<file path="src/jad_pkg.sv">
// ----------------------------------------------------------------------------
// jad_pkg: joystick average direction shared definitions
// Widths, register indexes, direction codes, controller states and the
// request and response types of the iterative divider.
// ----------------------------------------------------------------------------
`default_nettype none

package jad_pkg;

  localparam int WINDOW      = 10;
  localparam int SAMPLE_BITS = 12;

  localparam int IN_BITS   = 12;
  localparam int OUT_BITS  = 12;
  localparam int CFG_BITS  = 12;
  localparam int DIR_BITS  = 2;
  localparam int CFG_IDX_W = 2;

  localparam int SLOT_W = $clog2(WINDOW);
  localparam int CNT_W  = $clog2(WINDOW + 1);
  localparam int SUM_W  = $clog2(WINDOW * ((1 << SAMPLE_BITS) - 1) + 1);
  localparam int CMP_W  = (SUM_W > CFG_BITS + 1) ? SUM_W : CFG_BITS + 1;
  localparam int MEM_W  = 2 * SAMPLE_BITS;

  localparam int DIV_STEPS  = 4;
  localparam int DIV_ROUNDS = (SUM_W + DIV_STEPS - 1) / DIV_STEPS;
  localparam int DIV_QW     = DIV_ROUNDS * DIV_STEPS;
  localparam int RND_W      = $clog2(DIV_ROUNDS + 1);

  localparam logic [OUT_BITS-1:0] OUT_MAX = 12'd4095;

  localparam logic [CFG_BITS-1:0] CENTER_RESET = 12'd2047;
  localparam logic [CFG_BITS-1:0] MARGIN_RESET = 12'd300;

  localparam logic [CFG_IDX_W-1:0] REG_CENTER = 2'd0;
  localparam logic [CFG_IDX_W-1:0] REG_MARGIN = 2'd1;

  typedef enum logic [DIR_BITS-1:0] {
    DIR_CENTER = 2'd0,
    DIR_LOW    = 2'd1,
    DIR_HIGH   = 2'd2
  } dir_t;

  typedef enum logic [1:0] {
    ST_IDLE,
    ST_READ,
    ST_DIV,
    ST_HOLD
  } state_t;

  typedef struct packed {
    logic             start;
    logic [SUM_W-1:0] dividend;
    logic [CNT_W-1:0] divisor;
  } div_req_t;

  typedef struct packed {
    logic             done;
    logic [SUM_W-1:0] quotient;
  } div_rsp_t;

endpackage

`default_nettype wire

</file>
<file path="src/jad_in_if.sv">
// ----------------------------------------------------------------------------
// jad_in_if: sample input channel
// Valid/ready channel that carries one pair of joystick samples.
// ----------------------------------------------------------------------------
`default_nettype none

interface jad_in_if;
  logic                         valid;
  logic                         ready;
  logic [jad_pkg::IN_BITS-1:0]  sample_x;
  logic [jad_pkg::IN_BITS-1:0]  sample_y;

  modport source (output valid, output sample_x, output sample_y, input ready);
  modport sink   (input valid, input sample_x, input sample_y, output ready);
endinterface

`default_nettype wire

</file>
<file path="src/jad_out_if.sv">
// ----------------------------------------------------------------------------
// jad_out_if: result channel
// Valid/ready channel that carries both means and both direction classes.
// ----------------------------------------------------------------------------
`default_nettype none

interface jad_out_if;
  logic                          valid;
  logic                          ready;
  logic [jad_pkg::OUT_BITS-1:0]  mean_x;
  logic [jad_pkg::OUT_BITS-1:0]  mean_y;
  logic [jad_pkg::DIR_BITS-1:0]  dir_x;
  logic [jad_pkg::DIR_BITS-1:0]  dir_y;

  modport source (output valid, output mean_x, output mean_y, output dir_x, output dir_y,
                  input ready);
  modport sink   (input valid, input mean_x, input mean_y, input dir_x, input dir_y,
                  output ready);
endinterface

`default_nettype wire

</file>
<file path="src/jad_cfg_if.sv">
// ----------------------------------------------------------------------------
// jad_cfg_if: configuration write channel
// Valid/ready channel that carries a register index and its write data.
// ----------------------------------------------------------------------------
`default_nettype none

interface jad_cfg_if;
  logic                           valid;
  logic                           ready;
  logic [jad_pkg::CFG_IDX_W-1:0]  index;
  logic [jad_pkg::CFG_BITS-1:0]   data;

  modport source (output valid, output index, output data, input ready);
  modport sink   (input valid, input index, input data, output ready);
endinterface

`default_nettype wire

</file>
<file path="src/jad_ring_mem.sv">
// ----------------------------------------------------------------------------
// jad_ring_mem: sample ring memory
// One write port and one read port with registered read data; each entry
// holds the horizontal and vertical sample of one transaction.
// ----------------------------------------------------------------------------
`default_nettype none

module jad_ring_mem (
  input  wire logic                        clk,
  input  wire logic                        we,
  input  wire logic [jad_pkg::SLOT_W-1:0]  waddr,
  input  wire logic [jad_pkg::MEM_W-1:0]   wdata,
  input  wire logic                        re,
  input  wire logic [jad_pkg::SLOT_W-1:0]  raddr,
  output      logic [jad_pkg::MEM_W-1:0]   rdata
);

  logic [jad_pkg::MEM_W-1:0] mem [jad_pkg::WINDOW];

  always_ff @(posedge clk) begin
    if (we) begin
      mem[waddr] <= wdata;
    end
  end

  always_ff @(posedge clk) begin
    if (re) begin
      rdata <= mem[raddr];
    end
  end

endmodule

`default_nettype wire

</file>
<file path="src/jad_divider.sv">
// ----------------------------------------------------------------------------
// jad_divider: iterative restoring divider
// Divides a running sum by the sample count, several quotient bits per
// cycle; the quotient holds until the next start.
// ----------------------------------------------------------------------------
`default_nettype none

module jad_divider (
  input  wire logic              clk,
  input  wire logic              rst_n,
  input  wire jad_pkg::div_req_t req,
  output      jad_pkg::div_rsp_t rsp
);

  logic [jad_pkg::CNT_W:0]        rem_r, rem_nxt;
  logic [jad_pkg::DIV_QW-1:0]     quo_r, quo_nxt;
  logic [jad_pkg::CNT_W-1:0]      dvs_r;
  logic [jad_pkg::RND_W-1:0]      rnd_r;
  logic                           done_r;
  logic                           busy;

  assign busy = (rnd_r != '0);

  always_comb begin
    rem_nxt = rem_r;
    quo_nxt = quo_r;
    for (int i = 0; i < jad_pkg::DIV_STEPS; i++) begin
      rem_nxt = {rem_nxt[jad_pkg::CNT_W-1:0], quo_nxt[jad_pkg::DIV_QW-1]};
      quo_nxt = {quo_nxt[jad_pkg::DIV_QW-2:0], 1'b0};
      if (rem_nxt >= {1'b0, dvs_r}) begin
        rem_nxt    = rem_nxt - {1'b0, dvs_r};
        quo_nxt[0] = 1'b1;
      end
    end
  end

  always_ff @(posedge clk) begin
    if (!rst_n) begin
      rnd_r  <= '0;
      done_r <= 1'b0;
    end else if (req.start) begin
      rnd_r  <= jad_pkg::RND_W'(jad_pkg::DIV_ROUNDS);
      done_r <= 1'b0;
    end else begin
      rnd_r  <= busy ? rnd_r - 1'b1 : rnd_r;
      done_r <= (rnd_r == jad_pkg::RND_W'(1));
    end
  end

  always_ff @(posedge clk) begin
    if (req.start) begin
      rem_r <= '0;
      quo_r <= jad_pkg::DIV_QW'(req.dividend);
      dvs_r <= req.divisor;
    end else if (busy) begin
      rem_r <= rem_nxt;
      quo_r <= quo_nxt;
    end
  end

  assign rsp.done     = done_r;
  assign rsp.quotient = quo_r[jad_pkg::SUM_W-1:0];

endmodule

`default_nettype wire

</file>
<file path="src/joystick_average_direction.sv">
// ----------------------------------------------------------------------------
// joystick_average_direction: windowed joystick mean with dead-zone class
// Keeps the last WINDOW samples per axis in a ring memory with running sums,
// divides each sum by the sample count and classifies each mean against the
// dead zone around the configured center.
//
//   Channel   Direction  Payload
//   in_if     sink       sample_x, sample_y
//   out_if    source     mean_x, mean_y, dir_x, dir_y
//   cfg_if    sink       index (0 center_level, 1 dead_margin), data
//
// An accepted sample pair passes the READ and DIV states, and HOLD if the
// output register is still full, to the result register; the iterative
// divider retires four quotient bits per cycle.
// Reset is synchronous; ring entries not yet written read as zero through
// the fill count, so no clearing pass is needed.
// A new sample pair is accepted while the previous result waits in the
// output register; a result that finds that register full waits in HOLD.
// ----------------------------------------------------------------------------
`default_nettype none

module joystick_average_direction (
  input  wire logic  clk,
  input  wire logic  rst_n,
  jad_in_if.sink     in_if,
  jad_out_if.source  out_if,
  jad_cfg_if.sink    cfg_if
);

  jad_pkg::state_t                  state_r, state_nxt;

  logic [jad_pkg::CFG_BITS-1:0]     center_r;
  logic [jad_pkg::CFG_BITS-1:0]     margin_r;

  logic [jad_pkg::SAMPLE_BITS-1:0]  samp_x_r;
  logic [jad_pkg::SAMPLE_BITS-1:0]  samp_y_r;
  logic [jad_pkg::SUM_W-1:0]        sum_x_r, sum_x_nxt;
  logic [jad_pkg::SUM_W-1:0]        sum_y_r, sum_y_nxt;
  logic [jad_pkg::SLOT_W-1:0]       slot_r, slot_nxt;
  logic [jad_pkg::CNT_W-1:0]        fill_r, fill_nxt;
  logic                             full;

  logic                             in_ready;
  logic                             mem_re;
  logic                             mem_we;
  logic [jad_pkg::MEM_W-1:0]        mem_rdata;
  logic [jad_pkg::SAMPLE_BITS-1:0]  old_x, old_y;

  jad_pkg::div_req_t                req_x, req_y;
  jad_pkg::div_rsp_t                rsp_x, rsp_y;
  logic                             div_start;

  logic                             out_load;
  logic                             out_valid_r;
  logic [jad_pkg::OUT_BITS-1:0]     mean_x_r, mean_y_r;
  jad_pkg::dir_t                    dir_x_r, dir_y_r;

  logic                             lo_exists;
  logic [jad_pkg::CMP_W-1:0]        lo_bound, hi_bound;
  logic [jad_pkg::CMP_W-1:0]        mx_ext, my_ext;

  function automatic jad_pkg::dir_t classify(input logic [jad_pkg::CMP_W-1:0] m,
                                             input logic lo_ok,
                                             input logic [jad_pkg::CMP_W-1:0] lo,
                                             input logic [jad_pkg::CMP_W-1:0] hi);
    jad_pkg::dir_t d;
    if (lo_ok && (m < lo)) begin
      d = jad_pkg::DIR_LOW;
    end else if (m > hi) begin
      d = jad_pkg::DIR_HIGH;
    end else begin
      d = jad_pkg::DIR_CENTER;
    end
    return d;
  endfunction

  function automatic logic [jad_pkg::OUT_BITS-1:0] clip(input logic [jad_pkg::CMP_W-1:0] m);
    logic [jad_pkg::OUT_BITS-1:0] r;
    if (m > jad_pkg::CMP_W'(jad_pkg::OUT_MAX)) begin
      r = jad_pkg::OUT_MAX;
    end else begin
      r = m[jad_pkg::OUT_BITS-1:0];
    end
    return r;
  endfunction

  // Configuration registers.
  assign cfg_if.ready = 1'b1;

  always_ff @(posedge clk) begin
    if (!rst_n) begin
      center_r <= jad_pkg::CENTER_RESET;
      margin_r <= jad_pkg::MARGIN_RESET;
    end else if (cfg_if.valid) begin
      unique case (cfg_if.index)
        jad_pkg::REG_CENTER: center_r <= cfg_if.data;
        jad_pkg::REG_MARGIN: margin_r <= cfg_if.data;
        default: ;
      endcase
    end
  end

  // Ring memory: the slot under the write pointer is read on acceptance.
  jad_ring_mem u_ring (
    .clk   (clk),
    .we    (mem_we),
    .waddr (slot_r),
    .wdata ({samp_y_r, samp_x_r}),
    .re    (mem_re),
    .raddr (slot_r),
    .rdata (mem_rdata)
  );

  // While the ring is filling, the slot under the pointer was never written.
  assign full  = (fill_r == jad_pkg::CNT_W'(jad_pkg::WINDOW));
  assign old_x = full ? mem_rdata[jad_pkg::SAMPLE_BITS-1:0] : '0;
  assign old_y = full ? mem_rdata[jad_pkg::MEM_W-1:jad_pkg::SAMPLE_BITS] : '0;

  assign sum_x_nxt = sum_x_r - jad_pkg::SUM_W'(old_x) + jad_pkg::SUM_W'(samp_x_r);
  assign sum_y_nxt = sum_y_r - jad_pkg::SUM_W'(old_y) + jad_pkg::SUM_W'(samp_y_r);
  assign slot_nxt  = (slot_r == jad_pkg::SLOT_W'(jad_pkg::WINDOW - 1)) ? '0 : slot_r + 1'b1;
  assign fill_nxt  = full ? fill_r : fill_r + 1'b1;

  always_ff @(posedge clk) begin
    if (in_if.valid && in_ready) begin
      samp_x_r <= jad_pkg::SAMPLE_BITS'(in_if.sample_x);
      samp_y_r <= jad_pkg::SAMPLE_BITS'(in_if.sample_y);
    end
  end

  always_ff @(posedge clk) begin
    if (!rst_n) begin
      sum_x_r <= '0;
      sum_y_r <= '0;
      slot_r  <= '0;
      fill_r  <= '0;
    end else if (mem_we) begin
      sum_x_r <= sum_x_nxt;
      sum_y_r <= sum_y_nxt;
      slot_r  <= slot_nxt;
      fill_r  <= fill_nxt;
    end
  end

  // Dividers, one per axis, started together.
  assign req_x.start    = div_start;
  assign req_x.dividend = sum_x_nxt;
  assign req_x.divisor  = fill_nxt;
  assign req_y.start    = div_start;
  assign req_y.dividend = sum_y_nxt;
  assign req_y.divisor  = fill_nxt;

  jad_divider u_div_x (.clk(clk), .rst_n(rst_n), .req(req_x), .rsp(rsp_x));
  jad_divider u_div_y (.clk(clk), .rst_n(rst_n), .req(req_y), .rsp(rsp_y));

  // Controller.
  always_ff @(posedge clk) begin
    if (!rst_n) begin
      state_r <= jad_pkg::ST_IDLE;
    end else begin
      state_r <= state_nxt;
    end
  end

  always_comb begin
    state_nxt = state_r;
    in_ready  = 1'b0;
    mem_re    = 1'b0;
    mem_we    = 1'b0;
    div_start = 1'b0;
    out_load  = 1'b0;
    unique case (state_r)
      jad_pkg::ST_IDLE: begin
        in_ready = 1'b1;
        mem_re   = in_if.valid;
        if (in_if.valid) begin
          state_nxt = jad_pkg::ST_READ;
        end
      end
      jad_pkg::ST_READ: begin
        mem_we    = 1'b1;
        div_start = 1'b1;
        state_nxt = jad_pkg::ST_DIV;
      end
      jad_pkg::ST_DIV: begin
        if (rsp_x.done) begin
          if (!out_valid_r || out_if.ready) begin
            out_load  = 1'b1;
            state_nxt = jad_pkg::ST_IDLE;
          end else begin
            state_nxt = jad_pkg::ST_HOLD;
          end
        end
      end
      jad_pkg::ST_HOLD: begin
        if (!out_valid_r || out_if.ready) begin
          out_load  = 1'b1;
          state_nxt = jad_pkg::ST_IDLE;
        end
      end
      default: state_nxt = jad_pkg::ST_IDLE;
    endcase
  end

  assign in_if.ready = in_ready;

  // Dead-zone classification and output register.
  assign lo_exists = (center_r > margin_r);
  assign lo_bound  = jad_pkg::CMP_W'(center_r) - jad_pkg::CMP_W'(margin_r);
  assign hi_bound  = jad_pkg::CMP_W'(center_r) + jad_pkg::CMP_W'(margin_r);
  assign mx_ext    = jad_pkg::CMP_W'(rsp_x.quotient);
  assign my_ext    = jad_pkg::CMP_W'(rsp_y.quotient);

  always_ff @(posedge clk) begin
    if (!rst_n) begin
      out_valid_r <= 1'b0;
    end else if (out_load) begin
      out_valid_r <= 1'b1;
    end else if (out_if.ready) begin
      out_valid_r <= 1'b0;
    end
  end

  always_ff @(posedge clk) begin
    if (out_load) begin
      mean_x_r <= clip(mx_ext);
      mean_y_r <= clip(my_ext);
      dir_x_r  <= classify(mx_ext, lo_exists, lo_bound, hi_bound);
      dir_y_r  <= classify(my_ext, lo_exists, lo_bound, hi_bound);
    end
  end

  assign out_if.valid  = out_valid_r;
  assign out_if.mean_x = mean_x_r;
  assign out_if.mean_y = mean_y_r;
  assign out_if.dir_x  = dir_x_r;
  assign out_if.dir_y  = dir_y_r;

  a_accept_reads: assert property (@(posedge clk) disable iff (!rst_n)
    in_if.valid && in_if.ready |=> state_r == jad_pkg::ST_READ)
    else $error("Accepted transaction did not move the controller to the read state.");

  a_fill_bound: assert property (@(posedge clk) disable iff (!rst_n)
    fill_r <= jad_pkg::CNT_W'(jad_pkg::WINDOW))
    else $error("Fill count exceeds the window length.");

  a_slot_bound: assert property (@(posedge clk) disable iff (!rst_n)
    slot_r <= jad_pkg::SLOT_W'(jad_pkg::WINDOW - 1))
    else $error("Write slot lies outside the ring.");

  a_slot_tracks_fill: assert property (@(posedge clk) disable iff (!rst_n)
    !full |-> jad_pkg::CNT_W'(slot_r) == fill_r)
    else $error("Write slot and fill count disagree while the ring is filling.");

  a_done_in_div: assert property (@(posedge clk) disable iff (!rst_n)
    rsp_x.done |-> state_r == jad_pkg::ST_DIV && rsp_y.done)
    else $error("Divider finished outside the divide state or out of step.");

endmodule

`default_nettype wire

</file>
<file path="src/flat_wrapper.sv">
// flat-port wrapper written by rule: the top's interface ports become plain ports
module joystick_average_direction_flat 
  (clk, rst_n, in_if_valid, in_if_sample_x, in_if_sample_y, in_if_ready, out_if_valid, out_if_mean_x, out_if_mean_y, out_if_dir_x, out_if_dir_y, out_if_ready, cfg_if_valid, cfg_if_index, cfg_if_data, cfg_if_ready);
  jad_in_if in_if_i ();
  jad_out_if out_if_i ();
  jad_cfg_if cfg_if_i ();
  input  wire logic clk;
  input  wire logic rst_n;
  input wire logic [$bits(in_if_i.valid)-1:0] in_if_valid;
  input wire logic [$bits(in_if_i.sample_x)-1:0] in_if_sample_x;
  input wire logic [$bits(in_if_i.sample_y)-1:0] in_if_sample_y;
  output wire logic [$bits(in_if_i.ready)-1:0] in_if_ready;
  output wire logic [$bits(out_if_i.valid)-1:0] out_if_valid;
  output wire logic [$bits(out_if_i.mean_x)-1:0] out_if_mean_x;
  output wire logic [$bits(out_if_i.mean_y)-1:0] out_if_mean_y;
  output wire logic [$bits(out_if_i.dir_x)-1:0] out_if_dir_x;
  output wire logic [$bits(out_if_i.dir_y)-1:0] out_if_dir_y;
  input wire logic [$bits(out_if_i.ready)-1:0] out_if_ready;
  input wire logic [$bits(cfg_if_i.valid)-1:0] cfg_if_valid;
  input wire logic [$bits(cfg_if_i.index)-1:0] cfg_if_index;
  input wire logic [$bits(cfg_if_i.data)-1:0] cfg_if_data;
  output wire logic [$bits(cfg_if_i.ready)-1:0] cfg_if_ready;
  assign in_if_i.valid = in_if_valid;
  assign in_if_i.sample_x = in_if_sample_x;
  assign in_if_i.sample_y = in_if_sample_y;
  assign in_if_ready = in_if_i.ready;
  assign out_if_valid = out_if_i.valid;
  assign out_if_mean_x = out_if_i.mean_x;
  assign out_if_mean_y = out_if_i.mean_y;
  assign out_if_dir_x = out_if_i.dir_x;
  assign out_if_dir_y = out_if_i.dir_y;
  assign out_if_i.ready = out_if_ready;
  assign cfg_if_i.valid = cfg_if_valid;
  assign cfg_if_i.index = cfg_if_index;
  assign cfg_if_i.data = cfg_if_data;
  assign cfg_if_ready = cfg_if_i.ready;
  joystick_average_direction u_core (.clk(clk), .rst_n(rst_n), .in_if(in_if_i), .out_if(out_if_i), .cfg_if(cfg_if_i));
endmodule
</file>
<file path="config.mk">
export PLATFORM = sky130hd
export DESIGN_NAME = joystick_average_direction_flat
export DESIGN_NICKNAME = d
export VERILOG_FILES = /design/src/jad_pkg.sv /design/src/jad_in_if.sv /design/src/jad_out_if.sv /design/src/jad_cfg_if.sv /design/src/jad_ring_mem.sv /design/src/jad_divider.sv /design/src/joystick_average_direction.sv /design/src/flat_wrapper.sv
export SDC_FILE = /design/constraint.sdc
export NUM_CORES = 1
export LEC_CHECK = 0
export BUFFER_PORTS_ARGS = -buffer_cell sky130_fd_sc_hd__buf_2
export CAP_MARGIN = 20
export CORE_ASPECT_RATIO = 0.5
export CORE_MARGIN = 2
export CORE_UTILIZATION = 45
export DETAILED_ROUTE_END_ITERATION = 6
export HOLD_SLACK_MARGIN = 0.15
export PLACE_DENSITY_LB_ADDON = 0.15
export SYNTH_ARGS = -nofsm -noshare
export SYNTH_HDL_FRONTEND = slang
export SYNTH_SLANG_ARGS = --single-unit
</file>
<file path="constraint.sdc">
create_clock -name clk -period 13.2 [get_ports clk]
set_input_delay 1.98 -clock clk [delete_from_list [all_inputs] [get_ports clk]]
set_output_delay 1.98 -clock clk [all_outputs]
set_load 0.02 [all_outputs]
</file>
==> flow_metrics.env <==
export IMPL_power_mw=5.20
export IMPL_cp_required_ns=13.65
export IMPL_vias=14200
export IMPL_dieArea_sq_mm=0.0517
export IMPL_whs_ns=0.456
export IMPL_fp_dieW_um=320
export IMPL_synth_cell_types=69
export IMPL_regArea_sq_mm=0.0122
export IMPL_finalHoldViolations=0
export IMPL_path_clk_slew_ns=0.06
export IMPL_final_nets=2159
export IMPL_final_antenna_net_count=0
export IMPL_cts_resized=0
export IMPL_post_cts_setup_buffers=0
export IMPL_dpl_cell_count=2536
export IMPL_min_path_cells=2
export IMPL_maxCapViolations=0
export IMPL_grt_overflow_total=0
export IMPL_syn_to_final_growth_pct=10.6
export IMPL_worst_slack_ns=5.67
export IMPL_synth_edf_count=352
export IMPL_grt_pass1_vias=13900
export IMPL_synth_area_leaders="edfxtp_1, ha_1, dfxtp_1"
export IMPL_via_per_inst=5.44
export IMPL_synth_largest_area_cell="edfxtp_1"
export IMPL_max_slew_margin_pct=34.3
export IMPL_synth_avg_cell_area_sq_um=12.0
export IMPL_ys_seq_elements=434
export IMPL_io_buffers=72
export IMPL_ir_drop_mv=0.184
export IMPL_cts_tree="yes"
export IMPL_route_top_layer_used="met4"
export IMPL_cp_start_kind="flip-flop"
export IMPL_synthArstFlopShare_pct=0
export IMPL_cp_end_kind="flip-flop"
export IMPL_hold_path_class="reg2reg"
export IMPL_cts_sinks=434
export IMPL_yosys_warnings=0
export IMPL_cts_hold_buf=0
export IMPL_fin_skew_ns=0.0165
export IMPL_rows=57
export IMPL_setup_viol=0
export IMPL_drtIter0Drc=1135
export IMPL_drive_above_1_share_pct=11.8
export IMPL_core_area_sq_mm=0.0489
export IMPL_layout_min_cycle_time_ns=7.53
export IMPL_setup_tns_ns=0
export IMPL_dp_hpwl_um=33800
export IMPL_firstDrtPassIters=5
export IMPL_fillers=4303
export IMPL_cts_max_path_buffers=3
export IMPL_tightestPinTransition_ns=0.976
export IMPL_synth_area_sq_mm=0.0224
export IMPL_pre_cts_ws_ns=5.68
export IMPL_wl_met3_um=2980
export IMPL_antenna_found_initial=0
export IMPL_synthTopCellsByCount="edfxtp_1, inv_1, nand2_1, ha_1, a21oi_1"
export IMPL_syn_inst=1865
export IMPL_arrival_ns=7.98
export IMPL_rsz0062_at_grt="false"
export IMPL_cellPowerDensity_mw_per_mm2=210
export IMPL_fin_cells=2612
export IMPL_drc=0
export IMPL_fin_util_pct=50.7
export IMPL_synth_most_common_cell="edfxtp_1"
export IMPL_yosysTopAreaCellShare_pct=47.2
export IMPL_ys_seq_area_share_pct=54.5
export IMPL_wl_met1_um=25200
export IMPL_drt_total_wl_um=50600
export IMPL_start_util_pct=45.9
export IMPL_critPathKind="reg2reg"
export IMPL_fin_area_sq_mm=0.0248
export IMPL_post_route_period_util_pct=57.1
export IMPL_grt_pass1_wl_um=79800
export IMPL_reg2regPathDepth=23
export IMPL_synth_flop_cell="edfxtp_1"
export IMPL_placed_cell_area_sq_mm=0.0235
export IMPL_synth_nets=2094
export IMPL_routedWlPerCell_um=19.4
export IMPL_globalplace_congestion=0.870
export IMPL_dieHeight_um=162
export IMPL_multi_input_area_sq_mm=0.00931
export IMPL_fmax_mhz=133
export IMPL_cts_inserted_buffers=41
export IMPL_grt_start_max_net_pins=65
export IMPL_ioPinCount=74
export IMPL_drv_slew=0
export IMPL_clock_latency_ns=0.56
export IMPL_p_leak_nw=9.29
export IMPL_wl_met2_um=21800
export IMPL_insertedDiodeCount=0
export IMPL_crit_path_max_fanout=12
export IMPL_outcome="finished, final reports clean"
export IMPL_cts_root_buf="clkbuf_16"
export IMPL_track_usage_pct=19.9
export IMPL_h_tree_depth=2
state kept, by name, indices dropped and copies added, names as in the netlist, 16 cells and up:
signal                count
u_core.sum_x_r           16
u_core.u_ring.rdata      24
u_core.u_ring.mem       240
u_core.sum_y_r           16
u_core.u_div_y.quo_r     16
u_core.u_div_x.quo_r     16
final timing paths:
check / startpoint / endpoint / slack [ns]
hold reg to reg: u_core.sum_y_r[11]$_SDFFE_PN0P_ / u_core.sum_y_r[11]$_SDFFE_PN0P_ / 0.46
setup reg to reg: u_core.u_div_x.dvs_r[1]$_DFFE_PP_ / u_core.u_div_y.rem_r[0]$_SDFFE_PP0P_ / 5.67
setup / recovery: u_core.u_div_x.dvs_r[1]$_DFFE_PP_ / u_core.u_div_y.rem_r[0]$_SDFFE_PP0P_ / 5.67
hold / removal: u_core.sum_y_r[11]$_SDFFE_PN0P_ / u_core.sum_y_r[11]$_SDFFE_PN0P_ / 0.46
metal layers:
metal  global-route usage (%)  vias up
met4                     3.95        0
met3                     3.43       54
met2                     30.1      325
met5                        0        -
met1                     30.2     6909
li1                         -     6915
area by class of cell:
type,instances,share of cell area [%]
sequential,434,49.3
clock buffer,62,4.66
clock inverter,14,0.454
timing repair buffer,94,2.12
multi-input combinational,1184,37.5
tap,649,3.28
inverter,175,2.65
placed cells by master, fill, tap and decap left out, drive strengths merged, types with 48 or more instances in the layout:
master	synthesis	final
mux4	48	48
edfxtp	352	352
buf	18	94
o21ai	69	69
nor2	73	73
nand2	170	170
dfxtp	82	82
ha	152	152
clkbuf	54	62
inv	174	176
a21oi	140	140
critical path: stages (launching register included):
cell and delay, ns:
edfxtp_1 0.54, inv_1 0.55, ha_1 0.36, nor2b_1 0.14, o21a_4 0.22, or2_2 0.26, o311ai_0 0.58, ha_1 0.38
o21ai_0 0.17, a21oi_1 0.06, a311o_1 0.45, mux2_4 0.36, ha_1 0.32, a21oi_1 0.15, o21ai_0 0.19, or3b_2 0.56
a311oi_1 0.37, ha_1 0.34, a21o_1 0.17, a21o_1 0.19, or4_4 0.42, o31a_4 0.16, nor4b_4 0.14, a311o_1 0.34
where the power goes:
group / switching (mW) / internal, mW / total (mW)
Sequential: 0.164 / 1.66 / 1.83
Clock: 0.518 / 0.629 / 1.15
Combinational: 1.22 / 1.01 / 2.23
cells by family (layout without fill, tap and decap cells):
logic type	after synthesis	count (layout)	synth area share, %
compound gates	353	353	9.78
xor+xnor	55	55	2.15
fa+ha+maj	186	186	11.5
buf+inv	247	345	4.19
flops	434	434	54.5
mux	86	86	6.57
other cells	1	1	0.0167
simple gates	503	503	11.3
No activity file was read; power rests on OpenSTA's default activity.
